## config.mk

```make
export PLATFORM = sky130hd
export DESIGN_NAME = acube_front
export DESIGN_NICKNAME = d
export VERILOG_FILES = /design/src/rtl/acube_pkg.sv /design/src/rtl/acube_front.sv
export SDC_FILE = /design/constraint.sdc
export NUM_CORES = 1
export LEC_CHECK = 0
export BUFFER_PORTS_ARGS = -buffer_cell sky130_fd_sc_hd__buf_2
export CAP_MARGIN = 20
export CORE_ASPECT_RATIO = 0.9
export CORE_MARGIN = 2
export CORE_UTILIZATION = 35
export DETAILED_ROUTE_END_ITERATION = 6
export PLACE_DENSITY = 0.51
export SETUP_SLACK_MARGIN = 0.02
export SYNTH_ARGS = -nofsm -noshare
export SYNTH_HDL_FRONTEND = slang
export SYNTH_SLANG_ARGS = --single-unit
```

## constraint.sdc

```tcl
create_clock -name i_clk -period 4.9 [get_ports i_clk]
set_input_delay 0.245 -clock i_clk [delete_from_list [all_inputs] [get_ports i_clk]]
set_output_delay 0.245 -clock i_clk [all_outputs]
set_load 0.05 [all_outputs]
```

## src/rtl/acube_pkg.sv

```systemverilog
// ============================================================================
// acube_pkg: shared constants, types and helpers for the ambient cube block
// Holds field widths, register indexes and the front-to-back item record.
// ============================================================================
package acube_pkg;

    localparam int ENTRY_WIDTH      = 16;
    localparam int NORMAL_FRAC_BITS = 14;
    localparam int WEIGHT_BITS      = 16;
    localparam int NUM_W            = 17;   // vertex_z - bottom
    localparam int QUO_W            = WEIGHT_BITS + 1;
    localparam int DIV_STEPS        = QUO_W;
    localparam int CFG_IDX_W        = 3;
    localparam int CFG_DATA_W       = 64;
    localparam int FIFO_DEPTH       = 4;
    localparam int FIFO_PTR_W       = 2;
    localparam int PROD_W           = 16 + ENTRY_WIDTH + 1;
    localparam int DSUM_W           = PROD_W + 2;
    localparam int CVAL_W           = DSUM_W - NORMAL_FRAC_BITS + 2;
    localparam int BLEND_W          = CVAL_W + WEIGHT_BITS + 3;

    localparam logic [CFG_IDX_W-1:0] REG_LOW_XY   = 3'd0;
    localparam logic [CFG_IDX_W-1:0] REG_LOW_ZA   = 3'd1;
    localparam logic [CFG_IDX_W-1:0] REG_HIGH_XY  = 3'd2;
    localparam logic [CFG_IDX_W-1:0] REG_HIGH_ZA  = 3'd3;
    localparam logic [CFG_IDX_W-1:0] REG_BOTTOM   = 3'd4;
    localparam logic [CFG_IDX_W-1:0] REG_TOP      = 3'd5;

    // weight class decided in the front part
    typedef enum logic [1:0] {
        WC_ZERO = 2'd0,
        WC_ONE  = 2'd1,
        WC_DIV  = 2'd2
    } t_wclass;

    // item record passed from front to back
    typedef struct packed {
        logic signed [15:0]      nx;
        logic signed [15:0]      ny;
        logic signed [15:0]      nz;
        t_wclass                 wclass;
        logic [NUM_W-1:0]        num;
        logic [NUM_W-1:0]        den;
    } t_item;

    function automatic logic signed [15:0] sat16(input logic signed [BLEND_W-1:0] x);
        logic signed [BLEND_W-1:0] hi;
        logic signed [BLEND_W-1:0] lo;
        hi = BLEND_W'(32767);
        lo = -BLEND_W'(32768);
        if (x > hi) begin
            return 16'sh7fff;
        end else if (x < lo) begin
            return 16'sh8000;
        end
        return x[15:0];
    endfunction

endpackage

```

## src/rtl/acube_front.sv

```systemverilog
// ============================================================================
// acube_front: input stage
// Accept items, classify the height weight case and queue them for the back.
// ============================================================================
module acube_front
    import acube_pkg::*;
(
    input  logic                i_clk,
    input  logic                i_rst_n,
    input  logic                i_valid,
    output logic                o_ready,
    input  logic signed [15:0]  i_nx,
    input  logic signed [15:0]  i_ny,
    input  logic signed [15:0]  i_nz,
    input  logic signed [15:0]  i_vz,
    input  logic signed [15:0]  i_bottom,
    input  logic signed [15:0]  i_top,
    output logic                o_valid,
    input  logic                i_ready,
    output t_item               o_item
);

    t_item                  r_mem [FIFO_DEPTH];
    logic [FIFO_PTR_W-1:0]  r_wp, r_rp;
    logic [FIFO_PTR_W:0]    r_cnt;
    logic                   w_push, w_pop;
    logic signed [NUM_W-1:0] w_num, w_den;
    t_item                  w_item;

    // classify the weight: flat box, clamp ends, or needs a divide
    always_comb begin
        w_num = NUM_W'(i_vz) - NUM_W'(i_bottom);
        w_den = NUM_W'(i_top) - NUM_W'(i_bottom);
        w_item.nx = i_nx;
        w_item.ny = i_ny;
        w_item.nz = i_nz;
        w_item.num = w_num;
        w_item.den = w_den;
        if (w_den <= 0) begin
            w_item.wclass = (w_num >= 0) ? WC_ONE : WC_ZERO;
        end else if (w_num <= 0) begin
            w_item.wclass = WC_ZERO;
        end else if (w_num >= w_den) begin
            w_item.wclass = WC_ONE;
        end else begin
            w_item.wclass = WC_DIV;
        end
    end

    assign o_ready = (r_cnt != (FIFO_PTR_W+1)'(FIFO_DEPTH));
    assign o_valid = (r_cnt != '0);
    assign w_push  = i_valid && o_ready;
    assign w_pop   = o_valid && i_ready;
    assign o_item  = r_mem[r_rp];

    // hold queued items
    always_ff @(posedge i_clk) begin
        if (w_push) begin
            r_mem[r_wp] <= w_item;
        end
    end

    // advance pointers
    always_ff @(posedge i_clk) begin
        if (!i_rst_n) begin
            r_wp <= '0;
            r_rp <= '0;
            r_cnt <= '0;
        end else begin
            if (w_push) r_wp <= r_wp + 1'b1;
            if (w_pop)  r_rp <= r_rp + 1'b1;
            r_cnt <= r_cnt + (FIFO_PTR_W+1)'(w_push) - (FIFO_PTR_W+1)'(w_pop);
        end
    end

endmodule

```

==> results of run 1 <==
## metrics by stage
stage / hold slack [ps] / util / std cells
2_1_floorplan: 344 / - / 796
3_3_place_gp: 463 / 0.395 / 1530
3_5_place_dp: 465 / 0.395 / 1530
4_1_cts: 156 / 0.436 / 1647
5_1_grt: 189 / 0.436 / 1647
6_report: 191 / 0.436 / 1647
## registers in the layout, indices dropped and copies added (netlist names), named ones only
name   flops
r_mem    336
r_cnt      3
r_rp       2
r_wp       2
## path summary, 6_finish.rpt
kind | to | from | slack [ps]
worst max-delay path | r_mem[0][35] | i_top[0] | 630
worst min-delay path | r_wp[1] | i_valid | 190
worst max register to register | r_cnt[2] | r_cnt[1] | 2550
worst min register to register | r_wp[1] | r_wp[1] | 510
## metal layers
| metal | routed length [um] | vias to the layer above | GRT usage | share of wire |
|---|---|---|---|---|
| met5 | 0 | - | 0 | 0 |
| met4 | 517 | 0 | 0.0378 | 0.016 |
| met3 | 1760 | 42 | 0.0355 | 0.053 |
| met2 | 15500 | 194 | 0.249 | 0.47 |
| met1 | 15400 | 4028 | 0.214 | 0.46 |
| li1 | - | 3770 | - | - |
## synth_stat cells, drive strengths merged (3+ instances only)
cell / count / area [um2]
a31oi: 5 / 31.3
nand4: 4 / 25.0
nor2b: 7 / 51.3
and3: 5 / 31.3
o211ai: 3 / 22.5
edfxtp: 336 / 10100
nor3: 11 / 55.1
mux4: 84 / 1890
nor3b: 3 / 22.5
a21boi: 5 / 37.5
inv: 54 / 203
dfxtp: 9 / 180
buf: 8 / 30.0
and2: 9 / 56.3
nand2b: 7 / 43.8
nand2: 21 / 78.8
fa: 3 / 60.1
or2b: 3 / 22.5
a21oi: 27 / 135
xor2: 7 / 61.3
a211oi: 6 / 45.0
o21ai: 15 / 75.1
clkbuf: 12 / 45.0
ha: 54 / 676
xnor2: 19 / 166
nand3: 5 / 25.0
nor2: 21 / 78.8
o2111ai: 7 / 61.3
nor4: 4 / 31.3
a21o: 10 / 75.1
## power by group
| part | internal (mW) | switching (mW) | total, mW |
|---|---|---|---|
| clock network | 1.67 | 1.12 | 2.80 |
| registers | 3.67 | 0.181 | 3.86 |
| logic | 1.04 | 2.23 | 3.27 |
| total | 6.39 | 3.53 | 9.92 |
## cells by family after synthesis
group	Yosys count	synth area share
flip-flops	345	0.699
AO/OA/AOI/OAI	98	0.0458
XOR/XNOR	26	0.0155
buffers and inverters	74	0.0189
AND/OR/NAND/NOR	109	0.0403
multiplexers	86	0.130
adder cells (fa/ha/maj)	58	0.0507
## final cells by class
cell class | instances | area (um2) | share of cell area
inverter | 54 | 203 | 0.0112
clock inverter | 21 | 175 | 0.00966
timing repair buffer | 256 | 1580 | 0.0872
multi-input combinational | 377 | 4170 | 0.230
tap | 547 | 684 | 0.0377
sequential | 345 | 10300 | 0.567
clock buffer | 47 | 1050 | 0.0578
## placed cells by master, fill, tap and decap left out, drive strengths merged, types with 3 or more instances in the layout
master       synthesis  layout
a211oi               6       6
a21boi               5       5
a21o                10      10
a21oi               27      27
a31oi                5       5
and2                 9       9
and3                 5       5
buf                  8     207
bufinv               0       3
clkbuf              12      47
clkinv               0      16
dfxtp                9       9
dlygate4sd3          0      49
edfxtp             336     336
fa                   3       3
ha                  54      54
inv                 54      55
mux4                84      84
nand2               21      21
nand2b               7       7
nand3                5       5
nand4                4       4
nor2                21      21
nor2b                7       7
nor3                11      11
nor3b                3       3
nor4                 4       4
o2111ai              7       7
o211ai               3       3
o21ai               15      15
or2b                 3       3
xnor2               19      19
xor2                 7       7
## tightest hold or removal path, cell delays in order
cell and delay, ps:
sky130_fd_sc_hd__buf_2 130, sky130_fd_sc_hd__and2_1 170, sky130_fd_sc_hd__nand2_1 70, sky130_fd_sc_hd__a21boi_0 60
==> flow_summary.toml, run 1 <==
[run_status]
outcome = "completed"

[power_and_ir_drop]
power_density_mw_per_mm2 = 547
total_power_mw = 9.92
worst_ir_drop_vdd_mv = 0.313
power_leakage_nw = 6.49

[placement]
dpl_cell_area_mm2 = 0.0164
port-buffer-count = 185
routabilityCongestion = 0.778
dpl.hpwl_um = 21900
place_ws_ps = 163

[clock_tree]
tritoncts_num_sinks = 345
number_of_buffers_inserted_during_clock_tree_synthesis = 38
postCtsHoldBufs = 49
clk_pin_slew_ps = 60
postCtsSetupBuffers = 0
cts.root.buffer_cell = "sky130_fd_sc_hd__clkbuf_16"
ctsResizeCount = 0
cts-root-to-sink-buffers = 3
insertion_delay_to_the_later_sink_of_the_worst_skew_pair_ps = 540
cts_max_level = 2
cts_tree = "yes"

[synth]
yosys_most_used_dff = "sky130_fd_sc_hd__edfxtp_1"
syn_area_mm2 = 0.0147
syn_nets = 953
synth.yosys.seq_area_share = 0.699
yosys_warnings = 0
synthCells = 796
number_of_enable_flip_flop_cells_after_synthesis = 336
asyncSetResetFlopFracSynth = 0
synthesis.area_per_instance_um2 = 18.5
ys_ff_latch = 345
synth.lib_cells_used.distinct = 58

[global_route]
grt_overflow = 0
total_routing_resource_utilization_after_global_routing = 0.155
maximum_number_of_pins_on_one_net_before_global_route_repair = 62
grt_antenna_before_repair = 0
number_of_global_route_vias_before_repair = 8532
global_route_wire_length_before_repair_um = 50600

[routing]
route.antenna.remaining_nets = 0
avgRoutedWirePerCell_um = 20.2
drt_via_density = 4.88
drt-total-wl_um = 33200
vias = 8034
detailedRoute.firstIterationViolations = 449
drtPass1Iterations = 4
remaining_drc_errors = 0

[timing]
final-max-slew-violation-count = 0
period_needed_ps = 4270
worst-slew-pin-transition_ps = 1040
fin_worst_skew_ps = 11.0
timing.fmax_mhz = 234
timing.slew.headroom = 0.310
setup_total_negative_slack_ps = 0
final_hold_viol_count = 0
rsz0062_at_grt = "false"
final-setup-viol-count = 0
finalCritPeriodShare = 0.871
post-route-worst-setup-slack_ps = 633

[worst_setup_path]
crit_top_cell = "sky130_fd_sc_hd__inv_1"
crit_path_top_delay_cell = "sky130_fd_sc_hd__a211oi_1"
cp_num_buf_inv = 4
cpLargestDelayFamily = "compound AO/OA/AOI/OAI gates"
critical_path_class = "input port to register"
worst-r2r-cell-count = 12
timing.critical_path.from_type = "input port"
crit_cells = 22
critical_path.cell_chain = "buf_2 -> inv_1 -> ha_1 -> inv_1 -> fa_1 -> a211oi_1 -> o211ai_1 -> a211oi_1 -> o21bai_1 -> a21oi_1 -> xnor2_1 -> inv_1 -> ha_1 -> nand4_1 -> a21boi_0 -> o2111ai_1 -> a21o_1 -> a31oi_1 -> maj3_1 -> nand4_1 -> a32o_1 -> nor3b_1"
cp-end-kind = "register"
slowest_delay_ps = 430
critical_path_required_ps = 5180
crit_fanout = 4
cp.arrival_ps = 4540

[floorplan]
fp-row-count = 71
die_footprint_mm2 = 0.0437
initial_core_util = 0.354
floorplan.die.width_um = 220
num_io_pins = 186
die_y_um = 198
design.core.area_mm2 = 0.0416

[worst_hold_path]
min_delay_path_class = "input port to register"
worstHoldPathCells = 4

[layout]
num-fill-cells = 3710
final_design_area_no_fill_mm2 = 0.0181
final_layout_size_suffix_gt1_frac = 0.325
area.growth.synth_to_final_pct = 23.4
number_of_diodes_added_for_antenna_fixing = 0
num-nets-final = 1229

[flow_run]
max_cap_violations = 0
Power figures use the tool's default switching activity.
==> run 2, diff against run 1 <==
--- a/config.mk
+++ b/config.mk
@@ -11,6 +11,7 @@
 export CORE_MARGIN = 2
 export CORE_UTILIZATION = 35
 export DETAILED_ROUTE_END_ITERATION = 6
+export MAX_ROUTING_LAYER = met4
 export PLACE_DENSITY = 0.51
 export SETUP_SLACK_MARGIN = 0.02
 export SYNTH_ARGS = -nofsm -noshare
==> flow_summary.toml, run 2 (same netlist as run 1, synthesis figures left out) <==
[run_status]
outcome = "completed"

[layout]
number_of_diodes_added_for_antenna_fixing = 0
regArea_mm2 = 0.0103
num-nets-final = 1229
multi_input_comb_area_mm2 = 0.00417
final_design_area_no_fill_mm2 = 0.0181
final_layout_size_suffix_gt1_frac = 0.325
reg.largest.list = "r_mem x336, r_cnt x3"
largest_register_ffs = 336
registers.top_by_ff_count = "r_mem"
final_common_cell = "sky130_fd_sc_hd__edfxtp_1"
layout_common_cells = "sky130_fd_sc_hd__edfxtp_1, sky130_fd_sc_hd__buf_2, sky130_fd_sc_hd__mux4_2, sky130_fd_sc_hd__inv_1, sky130_fd_sc_hd__ha_1"
final_core_utilization = 0.436
area.growth.synth_to_final_pct = 23.4
num-fill-cells = 3710

[placement]
routabilityCongestion = 0.788
dpl_cell_area_mm2 = 0.0164
dpl.hpwl_um = 21900
port-buffer-count = 185

[clock_tree]
cts.root.buffer_cell = "sky130_fd_sc_hd__clkbuf_16"
number_of_buffers_inserted_during_clock_tree_synthesis = 38
tritoncts_num_sinks = 345
cts_tree = "yes"
cts_max_level = 2
postCtsSetupBuffers = 0
insertion_delay_to_the_later_sink_of_the_worst_skew_pair_ps = 540
ctsResizeCount = 0
clk_pin_slew_ps = 60
cts-root-to-sink-buffers = 3

[worst_setup_path]
rr_startpoint = "r_cnt[1]"
cp.arrival_ps = 4550
cp-end-kind = "register"
worstSetupStartpoint = "i_top[0]"
crit_fanout = 4
timing.critical_path.from_type = "input port"
critical_path_required_ps = 5170
critical_path_class = "input port to register"

[routing]
drtPass1Iterations = 4
drt-total-wl_um = 33200
detailedRoute.firstIterationViolations = 460
avgRoutedWirePerCell_um = 20.2
vias = 8036
remaining_drc_errors = 0
route.antenna.remaining_nets = 0
drt_via_density = 4.88

[power_and_ir_drop]
power.share.clock = 0.282
power_density_mw_per_mm2 = 547
swShare = 0.356
power_report.internal_total_mw = 6.39
power_leakage_nw = 6.49
power.sequential.fraction = 0.388
switching_power_mw = 3.53
worst_ir_drop_vdd_mv = 0.313
comb_power_share = 0.330

[timing]
final-max-slew-violation-count = 0
worst-slew-pin-transition_ps = 1040
timing.slew.headroom = 0.310
timing.fmax_mhz = 234
finalCritPeriodShare = 0.873
period_needed_ps = 4280
fin_worst_skew_ps = 11.0
timing.hold.ws_ps = 192
final_hold_viol_count = 0
final-setup-viol-count = 0
rsz0062_at_grt = "false"
setup_total_negative_slack_ps = 0

[floorplan]
die_y_um = 198
num_io_pins = 186
initial_core_util = 0.354
die_footprint_mm2 = 0.0437
floorplan.die.width_um = 220
fp-row-count = 71
design.core.area_mm2 = 0.0416

[global_route]
maximum_number_of_pins_on_one_net_before_global_route_repair = 62
number_of_global_route_vias_before_repair = 8526
grt_overflow = 0
grt_antenna_before_repair = 0
global_route_wire_length_before_repair_um = 50600
total_routing_resource_utilization_after_global_routing = 0.160

[worst_hold_path]
hold_path_startpoint = "i_valid"
min_delay_path_class = "input port to register"

[flow_run]
max_cap_violations = 0
-- run 2: cell counts in the layout (fill, tap and decap cells not counted) --
Identical to the previous run, type by type.
-- run 2: final cells by class --
class / count / area share
Tap cell: 547 / 0.0377
Sequential cell: 345 / 0.567
Inverter: 54 / 0.0112
Clock inverter: 21 / 0.00966
Timing Repair Buffer: 256 / 0.0872
Clock buffer: 47 / 0.0578
Multi-Input combinational cell: 377 / 0.230
-- run 2: power groups by stage --
stage                     combinational, mW  clock (mW)  sequential, mW
after floorplan                        2.53           0            3.81
after global placement                 3.30           0            3.93
after detailed placement               3.30           0            3.93
after CTS                              3.34        2.88            3.87
after global routing                   3.49        3.01            3.90
final                                  3.27        2.80            3.86
-- run 2: critical path: stages --
cell and delay (ps):
sky130_fd_sc_hd__buf_2 100, sky130_fd_sc_hd__inv_1 50, sky130_fd_sc_hd__ha_1 190, sky130_fd_sc_hd__inv_1 70
sky130_fd_sc_hd__fa_1 400, sky130_fd_sc_hd__a211oi_1 280, sky130_fd_sc_hd__o211ai_1 220, sky130_fd_sc_hd__a211oi_1 430
sky130_fd_sc_hd__o21bai_1 140, sky130_fd_sc_hd__a21oi_1 190, sky130_fd_sc_hd__xnor2_1 170, sky130_fd_sc_hd__inv_1 70
sky130_fd_sc_hd__ha_1 320, sky130_fd_sc_hd__nand4_1 110, sky130_fd_sc_hd__a21boi_0 80, sky130_fd_sc_hd__o2111ai_1 180
sky130_fd_sc_hd__a21o_1 140, sky130_fd_sc_hd__a31oi_1 70, sky130_fd_sc_hd__maj3_1 360, sky130_fd_sc_hd__nand4_1 120
sky130_fd_sc_hd__a32o_1 180, sky130_fd_sc_hd__nor3b_1 430
-- run 2: layer usage --
layer / up-vias / GRT usage / routed length, um
met5: - / - / 0
met4: 0 / 0.0378 / 512
met3: 44 / 0.0326 / 1620
met2: 200 / 0.249 / 15500
met1: 4022 / 0.216 / 15600
li1: 3770 / - / -
-- run 2: what timing repair did --
| item | in CTS | in global routing |
|---|---|---|
| hold endpoints to repair | 199 | 0 |
| hold buffers | 49 | 0 |
| setup endpoints to repair | 0 | 0 |
-- run 2: through the flow --
stage	std cells	setup WS (ps)	total power, mW
finish	1647	623	9.93
global route	1647	281	10.4
CTS	1647	721	10.1
detailed placement	1530	163	7.24
global placement	1530	258	7.23
floorplan	796	739	6.34
-- run 2: worst paths after layout --
path | endpoint | slack (ps) | depth (start not counted)
max | r_mem[0][35] | 620 | 22
min | r_wp[1] | 190 | 4
max reg2reg | r_cnt[2] | 2560 | 12
min reg2reg | r_wp[1] | 510 | 2
==> run 3, diff against run 2 <==
--- a/config.mk
+++ b/config.mk
@@ -7,12 +7,14 @@
 export LEC_CHECK = 0
 export BUFFER_PORTS_ARGS = -buffer_cell sky130_fd_sc_hd__buf_2
 export CAP_MARGIN = 20
+export CELL_PAD_IN_SITES_DETAIL_PLACEMENT = 2
+export CELL_PAD_IN_SITES_GLOBAL_PLACEMENT = 2
 export CORE_ASPECT_RATIO = 0.9
 export CORE_MARGIN = 2
 export CORE_UTILIZATION = 35
 export DETAILED_ROUTE_END_ITERATION = 6
 export MAX_ROUTING_LAYER = met4
-export PLACE_DENSITY = 0.51
+export PLACE_DENSITY = 0.65
 export SETUP_SLACK_MARGIN = 0.02
 export SYNTH_ARGS = -nofsm -noshare
 export SYNTH_HDL_FRONTEND = slang
==> constraint.sdc (replaced) <==
create_clock -name i_clk -period 4.7 [get_ports i_clk]
set_input_delay 0.235 -clock i_clk [delete_from_list [all_inputs] [get_ports i_clk]]
set_output_delay 0.235 -clock i_clk [all_outputs]
set_load 0.05 [all_outputs]
==> flow_summary.toml, run 3 (same netlist as run 1, synthesis figures left out) <==
[clock_tree]
cts_max_level = 2
cts-root-to-sink-buffers = 3
number_of_buffers_inserted_during_clock_tree_synthesis = 38
insertion_delay_to_the_later_sink_of_the_worst_skew_pair_ps = 560
cts_tree = "yes"
cts.root.buffer_cell = "sky130_fd_sc_hd__clkbuf_16"
postCtsSetupBuffers = 0
tritoncts_num_sinks = 345
clk_pin_slew_ps = 60

[layout]
num-nets-final = 1242
num-fill-cells = 3991
layout_common_cells = "sky130_fd_sc_hd__edfxtp_1, sky130_fd_sc_hd__buf_2, sky130_fd_sc_hd__mux4_2, sky130_fd_sc_hd__inv_1, sky130_fd_sc_hd__ha_1"
area.growth.synth_to_final_pct = 23.7
final_layout_size_suffix_gt1_frac = 0.327
final_common_cell = "sky130_fd_sc_hd__edfxtp_1"
largest_register_ffs = 336
reg.largest.list = "r_mem x336, r_cnt x3"
number_of_diodes_added_for_antenna_fixing = 0
registers.top_by_ff_count = "r_mem"
final_design_area_no_fill_mm2 = 0.0182

[timing]
period_needed_ps = 4050
post-route-worst-setup-slack_ps = 650
worst-slew-pin-transition_ps = 777
timing.hold.ws_ps = 197
final-max-slew-violation-count = 0
final_hold_viol_count = 0
rsz0062_at_grt = "false"
timing.slew.headroom = 0.478
fin_worst_skew_ps = 17.1
final-setup-viol-count = 0
finalCritPeriodShare = 0.862
timing.fmax_mhz = 247

[run_status]
outcome = "completed"

[floorplan]
num_io_pins = 186
fp-row-count = 71
design.core.area_mm2 = 0.0416
floorplan.die.width_um = 220
die_footprint_mm2 = 0.0437
die_y_um = 198
initial_core_util = 0.354

[worst_setup_path]
critical_path_class = "input port to register"
cp-end-kind = "register"
regToRegEndpoint = "r_cnt[2]"
slowest_delay_ps = 410
worstSetupStartpoint = "i_top[0]"
critical_path_required_ps = 4960
timing.critical_path.from_type = "input port"
crit_path_top_delay_cell = "sky130_fd_sc_hd__fa_1"
rr_startpoint = "r_cnt[1]"
crit_fanout = 4
reg2reg_slack_ps = 2300
critical_path.cell_chain = "buf_2 -> inv_1 -> ha_1 -> inv_1 -> fa_1 -> a211oi_1 -> buf_4 -> o211ai_1 -> a211oi_1 -> buf_4 -> o21bai_1 -> a21oi_1 -> xnor2_1 -> inv_1 -> ha_1 -> nand4_1 -> a21boi_0 -> o2111ai_1 -> a21o_1 -> a31oi_1 -> maj3_1 -> nand4_1 -> a32o_1 -> nor3b_2"
worst-r2r-cell-count = 12
crit_end = "r_mem[3][35]"
cp.arrival_ps = 4310
crit_top_cell = "sky130_fd_sc_hd__inv_1"

[worst_hold_path]
min_delay_path_class = "input port to register"

[global_route]
grt_overflow = 0
grt_antenna_before_repair = 0
maximum_number_of_pins_on_one_net_before_global_route_repair = 46
total_routing_resource_utilization_after_global_routing = 0.183
number_of_global_route_vias_before_repair = 9455
global_route_wire_length_before_repair_um = 57700

[power_and_ir_drop]
power.sequential.fraction = 0.392
switching_power_mw = 3.74
power.share.clock = 0.266
comb_power_share = 0.343
power_leakage_nw = 6.51
swShare = 0.366
power_report.internal_total_mw = 6.48
power_density_mw_per_mm2 = 562
worst_ir_drop_vdd_mv = 0.294

[flow_run]
max_cap_violations = 0

[routing]
vias = 8301
detailedRoute.firstIterationViolations = 396
remaining_drc_errors = 0
drt-total-wl_um = 37800
drtPass1Iterations = 4
drt_via_density = 4.99
avgRoutedWirePerCell_um = 22.7
route.antenna.remaining_nets = 0

[placement]
dpl_cell_area_mm2 = 0.0165
port-buffer-count = 185
routabilityCongestion = 0.791
place_ws_ps = -52.8
dpl.hpwl_um = 26200
-- run 3: layout make-up --
class | count | area (um2) | area share
tap | 547 | 684 | 0.0376
clock buffer | 50 | 1020 | 0.0559
sequential | 345 | 10300 | 0.565
clock inverter | 20 | 131 | 0.00723
inverter | 54 | 203 | 0.0112
timing repair buffer | 269 | 1690 | 0.0931
multi-input combinational | 377 | 4180 | 0.230
-- run 3: per-layer routing --
layer	wire length [um]	global-route usage	vias to the layer above
li1	-	-	3799
met1	17000	0.239	4278
met2	18600	0.300	177
met3	1520	0.0268	47
met4	641	0.0480	0
met5	0	-	-
-- run 3: critical path, delay by kind of cell --
family          cells  cell delay, ps
compound gates     10            1740
xor+xnor            1             170
simple gates        3             390
fa+ha+maj           4            1140
buf+inv             6             620
-- run 3: power by group through the flow --
stage | sequential [mW] | clock (mW) | combinational [mW]
floorplan | 3.97 | 0 | 2.64
global placement | 4.05 | 0 | 3.50
detailed placement | 4.08 | 0 | 3.54
CTS | 4.02 | 2.80 | 3.57
global route | 4.05 | 2.90 | 3.73
finish | 4.00 | 2.71 | 3.50
-- run 3: metrics by stage --
step                       util  instances  power (mW)  TNS [ps]
after CTS                 0.437       1662        10.4         0
after global placement    0.398       1543        7.55         0
after global routing      0.437       1662        10.7         0
after floorplan               -        796        6.61         0
final                     0.437       1662        10.2         0
after detailed placement  0.398       1543        7.61      -211
-- run 3: what timing repair did --
item,4_1_cts,5_1_grt
hold buffers,49,0
hold endpoints to repair,199,0
gates resized for setup,0,1
endpoints found under the setup margin,0,4
-- run 3: how the worst min path moves through the flow --
stage / start / to / slack, ps / cells after the start
after floorplan: i_nz[0] / r_mem[0][36] / 330 / 0
after global placement: i_ny[4] / r_mem[3][56] / 450 / 1
after detailed placement: i_ny[2] / r_mem[0][54] / 460 / 1
after CTS: i_valid / r_wp[1] / 170 / 4
after global routing: i_valid / r_wp[1] / 220 / 4
final: i_valid / r_wp[1] / 200 / 4
